`src/mft_pkg.sv`:
```
// Shared types, constants and register codes of the Manchester frame transmitter.
`default_nettype none
package mft_pkg;

  localparam int MAX_PREAMBLE = 20;
  localparam int DATA_BITS    = 8;
  localparam int TRAILER_BITS = 3;

  localparam int PLEN_W = 5;
  localparam int CNT_W  = PLEN_W;
  localparam int ADDR_W = 3;
  localparam int DATA_W = 32;

  localparam logic [PLEN_W-1:0] PREAMBLE_RESET = PLEN_W'(14);

  // register index, taken from paddr[2]
  localparam logic REG_SYNC_POLARITY   = 1'b0;
  localparam logic REG_PREAMBLE_LENGTH = 1'b1;

  typedef struct packed {
    logic              sync_polarity;
    logic [PLEN_W-1:0] preamble_length;
  } cfg_t;

  typedef struct packed {
    logic line_level;
    logic run_end;
  } sym_t;

endpackage
`default_nettype wire

```
`src/mft_cfg_regs.sv`:
```
// APB-style configuration registers: sync polarity and preamble length.
`default_nettype none
module mft_cfg_regs (
  input  wire logic                       clk,
  input  wire logic                       rst_n,
  input  wire logic                       psel,
  input  wire logic                       penable,
  input  wire logic                       pwrite,
  input  wire logic [mft_pkg::ADDR_W-1:0] paddr,
  input  wire logic [mft_pkg::DATA_W-1:0] pwdata,
  output logic      [mft_pkg::DATA_W-1:0] prdata,
  output logic                            pready,
  output mft_pkg::cfg_t                   cfg
);
  import mft_pkg::*;

  cfg_t cfg_r;
  logic wr_en;

  assign pready = 1'b1;
  assign wr_en  = psel && penable && pwrite;
  assign cfg    = cfg_r;

  always_ff @(posedge clk) begin
    if (!rst_n) begin
      cfg_r.sync_polarity   <= 1'b0;
      cfg_r.preamble_length <= PREAMBLE_RESET;
    end else if (wr_en) begin
      case (paddr[2])
        REG_SYNC_POLARITY:   cfg_r.sync_polarity   <= pwdata[0];
        REG_PREAMBLE_LENGTH: cfg_r.preamble_length <= pwdata[PLEN_W-1:0];
        default: ;
      endcase
    end
  end

  always_comb begin
    case (paddr[2])
      REG_SYNC_POLARITY:   prdata = DATA_W'(cfg_r.sync_polarity);
      REG_PREAMBLE_LENGTH: prdata = DATA_W'(cfg_r.preamble_length);
      default:             prdata = '0;
    endcase
  end

endmodule
`default_nettype wire

```
`src/mft_symbol_seq.sv`:
```
// Frame sequencer: preamble, start bit, serial data and trailer as half-bit symbols.
`default_nettype none
module mft_symbol_seq (
  input  wire logic          clk,
  input  wire logic          rst_n,
  input  wire mft_pkg::cfg_t cfg,
  input  wire logic          in_valid,
  output logic               in_stall,
  input  wire logic [7:0]    in_data_byte,
  input  wire logic          in_first_byte,
  input  wire logic          in_last_byte,
  input  wire logic          sym_ready,
  output logic               sym_valid,
  output mft_pkg::sym_t      sym
);
  import mft_pkg::*;

  typedef enum logic [2:0] {
    ST_IDLE,
    ST_PRE,
    ST_START,
    ST_DATA,
    ST_TRAIL
  } state_t;

  state_t                   state_r, state_nxt;
  logic                     half_r, half_nxt;
  logic [CNT_W-1:0]         cnt_r, cnt_nxt;
  logic [PLEN_W-1:0]        plen_r, plen_nxt;
  logic [DATA_BITS-1:0]     shift_r, shift_nxt;
  logic                     sync_r, sync_nxt;
  logic                     last_r, last_nxt;

  logic              accept;
  logic              emit;
  logic              bit_val;
  logic              final_bit;
  logic [PLEN_W-1:0] plen_sat;

  assign in_stall  = (state_r != ST_IDLE);
  assign accept    = in_valid && (state_r == ST_IDLE);
  assign sym_valid = (state_r != ST_IDLE);
  assign emit      = sym_valid && sym_ready;

  assign plen_sat = (cfg.preamble_length > PLEN_W'(MAX_PREAMBLE)) ?
                    PLEN_W'(MAX_PREAMBLE) : cfg.preamble_length;

  always_comb begin
    case (state_r)
      ST_PRE:   bit_val = sync_r;
      ST_START: bit_val = ~sync_r;
      ST_DATA:  bit_val = shift_r[0];
      ST_TRAIL: bit_val = sync_r;
      default:  bit_val = 1'b0;
    endcase
  end

  always_comb begin
    case (state_r)
      ST_DATA:  final_bit = (cnt_r == CNT_W'(DATA_BITS - 1)) && !last_r;
      ST_TRAIL: final_bit = (cnt_r == CNT_W'(TRAILER_BITS - 1));
      default:  final_bit = 1'b0;
    endcase
  end

  // a one goes out low then high, a zero high then low
  assign sym.line_level = half_r ? bit_val : ~bit_val;
  assign sym.run_end    = half_r && final_bit;

  always_comb begin
    state_nxt = state_r;
    half_nxt  = half_r;
    cnt_nxt   = cnt_r;
    plen_nxt  = plen_r;
    shift_nxt = shift_r;
    sync_nxt  = sync_r;
    last_nxt  = last_r;
    if (accept) begin
      shift_nxt = in_data_byte;
      sync_nxt  = cfg.sync_polarity;
      last_nxt  = in_last_byte;
      plen_nxt  = plen_sat;
      half_nxt  = 1'b0;
      cnt_nxt   = '0;
      if (!in_first_byte) begin
        state_nxt = ST_DATA;
      end else if (plen_sat == '0) begin
        state_nxt = ST_START;
      end else begin
        state_nxt = ST_PRE;
      end
    end else if (emit) begin
      half_nxt = ~half_r;
      if (half_r) begin
        case (state_r)
          ST_PRE: begin
            if (PLEN_W'(cnt_r + 1'b1) == plen_r) begin
              state_nxt = ST_START;
              cnt_nxt   = '0;
            end else begin
              cnt_nxt = CNT_W'(cnt_r + 1'b1);
            end
          end
          ST_START: begin
            state_nxt = ST_DATA;
            cnt_nxt   = '0;
          end
          ST_DATA: begin
            shift_nxt = {1'b0, shift_r[DATA_BITS-1:1]};
            if (cnt_r == CNT_W'(DATA_BITS - 1)) begin
              cnt_nxt   = '0;
              state_nxt = last_r ? ST_TRAIL : ST_IDLE;
            end else begin
              cnt_nxt = CNT_W'(cnt_r + 1'b1);
            end
          end
          ST_TRAIL: begin
            if (cnt_r == CNT_W'(TRAILER_BITS - 1)) begin
              state_nxt = ST_IDLE;
              cnt_nxt   = '0;
            end else begin
              cnt_nxt = CNT_W'(cnt_r + 1'b1);
            end
          end
          default: state_nxt = ST_IDLE;
        endcase
      end
    end
  end

  always_ff @(posedge clk) begin
    if (!rst_n) begin
      state_r <= ST_IDLE;
      half_r  <= 1'b0;
      cnt_r   <= '0;
    end else begin
      state_r <= state_nxt;
      half_r  <= half_nxt;
      cnt_r   <= cnt_nxt;
    end
    plen_r  <= plen_nxt;
    shift_r <= shift_nxt;
    sync_r  <= sync_nxt;
    last_r  <= last_nxt;
  end

endmodule
`default_nettype wire

```
`src/mft_out_reg.sv`:
```
// Output register: holds one half-bit symbol until the downstream side takes it.
`default_nettype none
module mft_out_reg (
  input  wire logic          clk,
  input  wire logic          rst_n,
  input  wire logic          sym_valid,
  input  wire mft_pkg::sym_t sym,
  output logic               sym_ready,
  output logic               out_valid,
  input  wire logic          out_stall,
  output logic               out_line_level,
  output logic               out_run_end
);
  import mft_pkg::*;

  logic valid_r;
  sym_t sym_r;

  assign sym_ready      = !valid_r || !out_stall;
  assign out_valid      = valid_r;
  assign out_line_level = sym_r.line_level;
  assign out_run_end    = sym_r.run_end;

  always_ff @(posedge clk) begin
    if (!rst_n) begin
      valid_r <= 1'b0;
    end else if (sym_ready) begin
      valid_r <= sym_valid;
    end
    if (sym_ready && sym_valid) begin
      sym_r <= sym;
    end
  end

endmodule
`default_nettype wire

```
`src/manchester_frame_transmitter_core.sv`:
```
// Top level of the Manchester frame transmitter.
`default_nettype none
// Turns message bytes into a stream of Manchester half-bit line levels, one
// level per output transfer; a downstream pacer holds each level for a
// half-bit period. A data one goes out low then high, a zero high then low,
// data bits LSB first. A byte flagged first is preceded by a preamble of
// preamble_length sync bits (saturated at 20) and one start bit of the
// inverse value; a byte flagged last is followed by three sync-valued trailer
// bits. run_end marks the final half-bit of each byte's run. Registers sit on
// the APB-style port: sync_polarity at byte address 0, preamble_length at 4;
// write them only while the block is idle. Rate: the sequencer walks one
// half-bit per cycle while the output is not stalled, through a shift
// register and a bit counter. A byte has N half-bits (16, plus 2*(P+1) for a
// first byte with preamble P, plus 6 for a last byte); the next byte is
// accepted the cycle after the final half-bit has moved into the output
// register, while that half-bit may still wait there to be taken.
module manchester_frame_transmitter_core (
  input  wire logic                       clk,
  input  wire logic                       rst_n,
  input  wire logic                       in_valid,
  output logic                            in_stall,
  input  wire logic [7:0]                 in_data_byte,
  input  wire logic                       in_first_byte,
  input  wire logic                       in_last_byte,
  output logic                            out_valid,
  input  wire logic                       out_stall,
  output logic                            out_line_level,
  output logic                            out_run_end,
  input  wire logic                       psel,
  input  wire logic                       penable,
  input  wire logic                       pwrite,
  input  wire logic [mft_pkg::ADDR_W-1:0] paddr,
  input  wire logic [mft_pkg::DATA_W-1:0] pwdata,
  output logic      [mft_pkg::DATA_W-1:0] prdata,
  output logic                            pready
);
  import mft_pkg::*;

  cfg_t cfg;
  sym_t sym;
  logic sym_valid;
  logic sym_ready;

  // register file: sync value and preamble length
  mft_cfg_regs u_cfg (
    .clk     (clk),
    .rst_n   (rst_n),
    .psel    (psel),
    .penable (penable),
    .pwrite  (pwrite),
    .paddr   (paddr),
    .pwdata  (pwdata),
    .prdata  (prdata),
    .pready  (pready),
    .cfg     (cfg)
  );

  // serial sequencer: advance one half-bit whenever the output slot frees up
  mft_symbol_seq u_seq (
    .clk           (clk),
    .rst_n         (rst_n),
    .cfg           (cfg),
    .in_valid      (in_valid),
    .in_stall      (in_stall),
    .in_data_byte  (in_data_byte),
    .in_first_byte (in_first_byte),
    .in_last_byte  (in_last_byte),
    .sym_ready     (sym_ready),
    .sym_valid     (sym_valid),
    .sym           (sym)
  );

  // output register: hold the symbol while the pacer stalls
  mft_out_reg u_out (
    .clk            (clk),
    .rst_n          (rst_n),
    .sym_valid      (sym_valid),
    .sym            (sym),
    .sym_ready      (sym_ready),
    .out_valid      (out_valid),
    .out_stall      (out_stall),
    .out_line_level (out_line_level),
    .out_run_end    (out_run_end)
  );

endmodule
`default_nettype wire

```
`config.mk`:
```
export PLATFORM = sky130hd
export DESIGN_NAME = manchester_frame_transmitter_core
export DESIGN_NICKNAME = d
export VERILOG_FILES = /design/src/mft_pkg.sv /design/src/mft_cfg_regs.sv /design/src/mft_symbol_seq.sv /design/src/mft_out_reg.sv /design/src/manchester_frame_transmitter_core.sv
export SDC_FILE = /design/constraint.sdc
export NUM_CORES = 1
export LEC_CHECK = 0
export BUFFER_PORTS_ARGS = -buffer_cell sky130_fd_sc_hd__buf_2
export CELL_PAD_IN_SITES_DETAIL_PLACEMENT = 0
export CELL_PAD_IN_SITES_GLOBAL_PLACEMENT = 1
export CORE_MARGIN = 2
export CORE_UTILIZATION = 37
export CTS_CLUSTER_DIAMETER = 80
export DETAILED_ROUTE_END_ITERATION = 8
export PLACE_DENSITY = 0.89
export RECOVER_POWER = 50
export SLEW_MARGIN = 0
export SYNTH_ARGS = -nofsm -noshare
export SYNTH_HDL_FRONTEND = slang
export SYNTH_SLANG_ARGS = --single-unit
```
`constraint.sdc`:
```
create_clock -name clk -period 3.7 [get_ports clk]
set_input_delay 0.74 -clock clk [delete_from_list [all_inputs] [get_ports clk]]
set_output_delay 0.74 -clock clk [all_outputs]
set_load 0.05 [all_outputs]
```
==> run summary <==
The run finished with clean final reports. Measured on the finished design, the core utilization comes to 42.2%. Of the total power, combinational logic draws 24.1%.

The setup path with the least slack is of type reg -> out. TritonCTS built the clock tree. The first detailed-routing pass ran for 4 iterations. The number of global-route vias before repair is 1324. For the row count, the log shows 26.

The total overflow left after global routing is 0. The worst clock skew on the final layout was 0.00726 ns. The clock net in this run drives a total of 33 sinks. The unique cell type count in the Yosys netlist came out at 52. For the pin with the worst max-slew slack, the measured transition is 0.757 ns. The total power per unit cell area is 486 mW/mm2. Synthesis handed over a netlist of 214 instances.

Once the clock tree was built, the setup fixing pass inserted 0 buffers. After detailed placement, the design holds a cell count of 304. For the starting utilization of the core area, the log shows 38.8%. The number of antenna violations at the first check in global routing is 0, and the initial detailed-routing violation count is 82. After detailed routing, the number of remaining DRC violations is 0. Entering global routing, the biggest net connects 15 pins. The post-place setup slack is 1.44 ns, and the post-synthesis to final-layout area growth is 8.66%. Sequential cells account for 43.1% of the total power. Summed over all instances, the cell type with the most area after synthesis is sky130_fd_sc_hd__edfxtp_1.

Of all nets on the critical path, the largest fanout is 12. The worst-case IR drop observed on VDD is 0.258 mV. The final RePlAce weighted congestion was 0.802.

Post-CTS repair changed the size of 0 cells. For the internal power, the log shows 0.693 mW. The final critical delay including setup and external delays is 2.29 ns, and the setup-violating endpoint count in the final report is 0.

In this run the count of I/O pins placed on the die edge is 89. In this run the clock root is driven by a sky130_fd_sc_hd__clkbuf_8. The area of all placed cells without fillers was 0.00217 mm2. Setup repair after global routing left no endpoint under its margin. After clock tree synthesis, the clock-pin slew on the worst setup and hold paths is 0.08 ns. The share of flip-flops with an asynchronous set or reset was 0%; the final critical-path share of the clock period was 62.0%. The cell with the most instances after synthesis is sky130_fd_sc_hd__nand2_1. The floorplan step set the die width to 77.4 um. The share of post-route cells with drive strength above 1 came out at 18.2%. For the relative slew slack, the log shows 49.5%. Net switching is 34.2% of the power. The placeable core area is 0.00514 mm2, and the endpoint arrival time on the critical path is 1.55 ns.

The run gives 1.41 ns as the worst setup margin. The class of the tightest hold or removal check was reg -> reg. In this run the power spent charging and discharging nets is 0.360 mW.

H-tree depth: 2. Detailed routing inserted a total of 1476 vias. The mean routed wirelength per cell was 11.4 um; the number of pins with negative max-slew slack in the final report was 0. The final standard cell count with taps included and fillers excluded is 312. For the number of nets in the layout, the log shows 295.

The run gives 41.7% as the proportion of synthesized chip area in sequential cells. Family with the most delay on the worst path: simple AND/OR/NAND/NOR gates. The tools report the startpoint kind of the worst setup timing path as a register.

For this run, the leading register cell type out of synthesis is sky130_fd_sc_hd__edfxtp_1. In this run, synthesis inferred 17 flip-flops with an integrated enable. In this run the biggest area consumer among cell types represents 25.6% of the synthesized area.

Data on the critical path is required at its endpoint by 2.96 ns. The number of hold-slack violations in the final timing report came out at 0. The die is 77.4 um tall. The number of nets with antenna violations after routing was 0; the HPWL reported at the end of detailed placement was 2640 um. Buffers placed on the I/O ports in this run total 31. Counting the buffers created by CTS gives 5. The peak per-stage delay on the critical path was 0.46 ns; the leakage power was 0.921 nW. The flop and latch count out of synthesis was 33. The buffers plus inverters on the worst setup path came out at 2. The placed standard-cell area came out at 0.00206 mm2. After routing, the total negative slack on setup checks comes to 0 ns. Buffers inserted to repair hold after CTS numbered 0. The slowest stage of the critical path is the sky130_fd_sc_hd__nor3_1 cell. In the global route stage, overall resource usage came out at 12.0%. Based on the critical path, the design can be clocked at up to 436 MHz. The floorplan step defined a die boundary enclosing 0.00599 mm2.

After synthesis, the cell types taking the most area are sky130_fd_sc_hd__edfxtp_1 26%, sky130_fd_sc_hd__dfxtp_1 16%, sky130_fd_sc_hd__buf_4 11%. After synthesis, the most frequently instantiated cells are 33 x sky130_fd_sc_hd__nand2_1, 29 x sky130_fd_sc_hd__buf_4, 17 x sky130_fd_sc_hd__edfxtp_1. Per report_power, the clock group accounts for 32.7% of the total.

Using the TritonRoute via totals, the vias-per-cell ratio works out to 4.73. The later pin in the worst-skew pair is clocked with a latency of 0.29 ns. The signal on the critical path passes through nor3_1, inv_1, buf_2. The tools report the element type at the critical path end as a primary output.

The routed design has 3550 um of wire. Wire length of the first global-routing pass: 5790 um. For the count of antenna diodes in the layout, the log shows 0. After synthesis, the mean cell area works out to 9.32 um2. The logs give 2 for the maximum count of clock buffers along a single path and 0 for the number of warnings issued by yosys. The summed instance area of the synthesized netlist was 0.00199 mm2; the max capacitance violation total was 0.
[metrics by stage]
step	total power [mW]	hold slack, ns
6_report	1.05	0.459
5_1_grt	1.11	0.472
4_1_cts	1.06	0.461
3_5_place_dp	0.719	0.443
3_3_place_gp	0.716	0.436
2_1_floorplan	0.695	0.420
[kinds of logic (layout without fill, tap and decap cells)]
logic type | count (synthesis) | in the layout | synth area share, %
xor gates and xnor gates | 8 | 8 | 3.51
AOI/OAI and AO/OA | 38 | 38 | 13.7
buffers and inverters | 47 | 49 | 15.8
DFF | 33 | 33 | 41.7
other | 2 | 28 | 0.377
adders and majority gates | 2 | 2 | 1.25
and+or+nand+nor | 78 | 78 | 20.6
muxes | 6 | 6 | 3.07
[path summary, 6_finish.rpt]
kind               startpoint               end  slack, ns  cells after the start
max reg2reg    u_seq.cnt_r[0]  u_seq.state_r[1]       1.50                      6
min              u_cfg.cfg[5]      u_seq.sync_r       0.46                      0
max          u_seq.state_r[2]          in_stall       1.41                      3
min reg2reg      u_cfg.cfg[5]      u_seq.sync_r       0.46                      0
[metal layers]
metal	global-route usage, %	vias to the layer above	part of all wire, %
met2	18.9	46	46
li1	-	747	-
met3	3.84	8	5.7
met5	0	-	0
met4	4.82	0	1.7
met1	15.4	675	46
[power groups by stage]
stage | registers (mW) | clock network, mW | logic, mW
after floorplan | 0.477 | 0 | 0.218
after global placement | 0.461 | 0 | 0.255
after detailed placement | 0.463 | 0 | 0.256
after CTS | 0.454 | 0.350 | 0.258
after global routing | 0.459 | 0.372 | 0.277
final | 0.455 | 0.345 | 0.254
[cell usage in the layout, fill, tap and decap left out, drive strengths merged, types with 3 or more instances in the layout]
cell type and instances:
nand4 4, nand3 8, dfxtp 16, o21ai 10, edfxtp 17, a21oi 6, nor2b 3, and2 8
xor2 3, a32o 3, conb 28, nand2 33, xnor2 5, and3 3, nor3 3, mux2i 5
clkbuf 9, inv 9, nor2 7, buf 27, a21boi 3
[final cells by class]
| class | instances | area [um2] |
|---|---|---|
| fillers | 533 | 2970 |
| clock inverters | 3 | 46.3 |
| flip-flops and latches | 33 | 831 |
| repair buffers | 31 | 150 |
| clock buffers | 5 | 68.8 |
| well taps | 70 | 87.6 |
| inverters | 10 | 37.5 |
| multi-input cells | 160 | 946 |
[state kept, by name (all words and copies together), names as in the netlist]
register,cells
u_out.out_valid,1
u_cfg.cfg,6
u_seq.state_r,3
u_out.out_line_level,1
u_seq.last_r,1
u_seq.plen_r,5
u_seq.cnt_r,5
u_seq.shift_r,8
u_out.out_run_end,1
u_seq.half_r,1
u_seq.sync_r,1
Power figures use the tool's default switching activity.
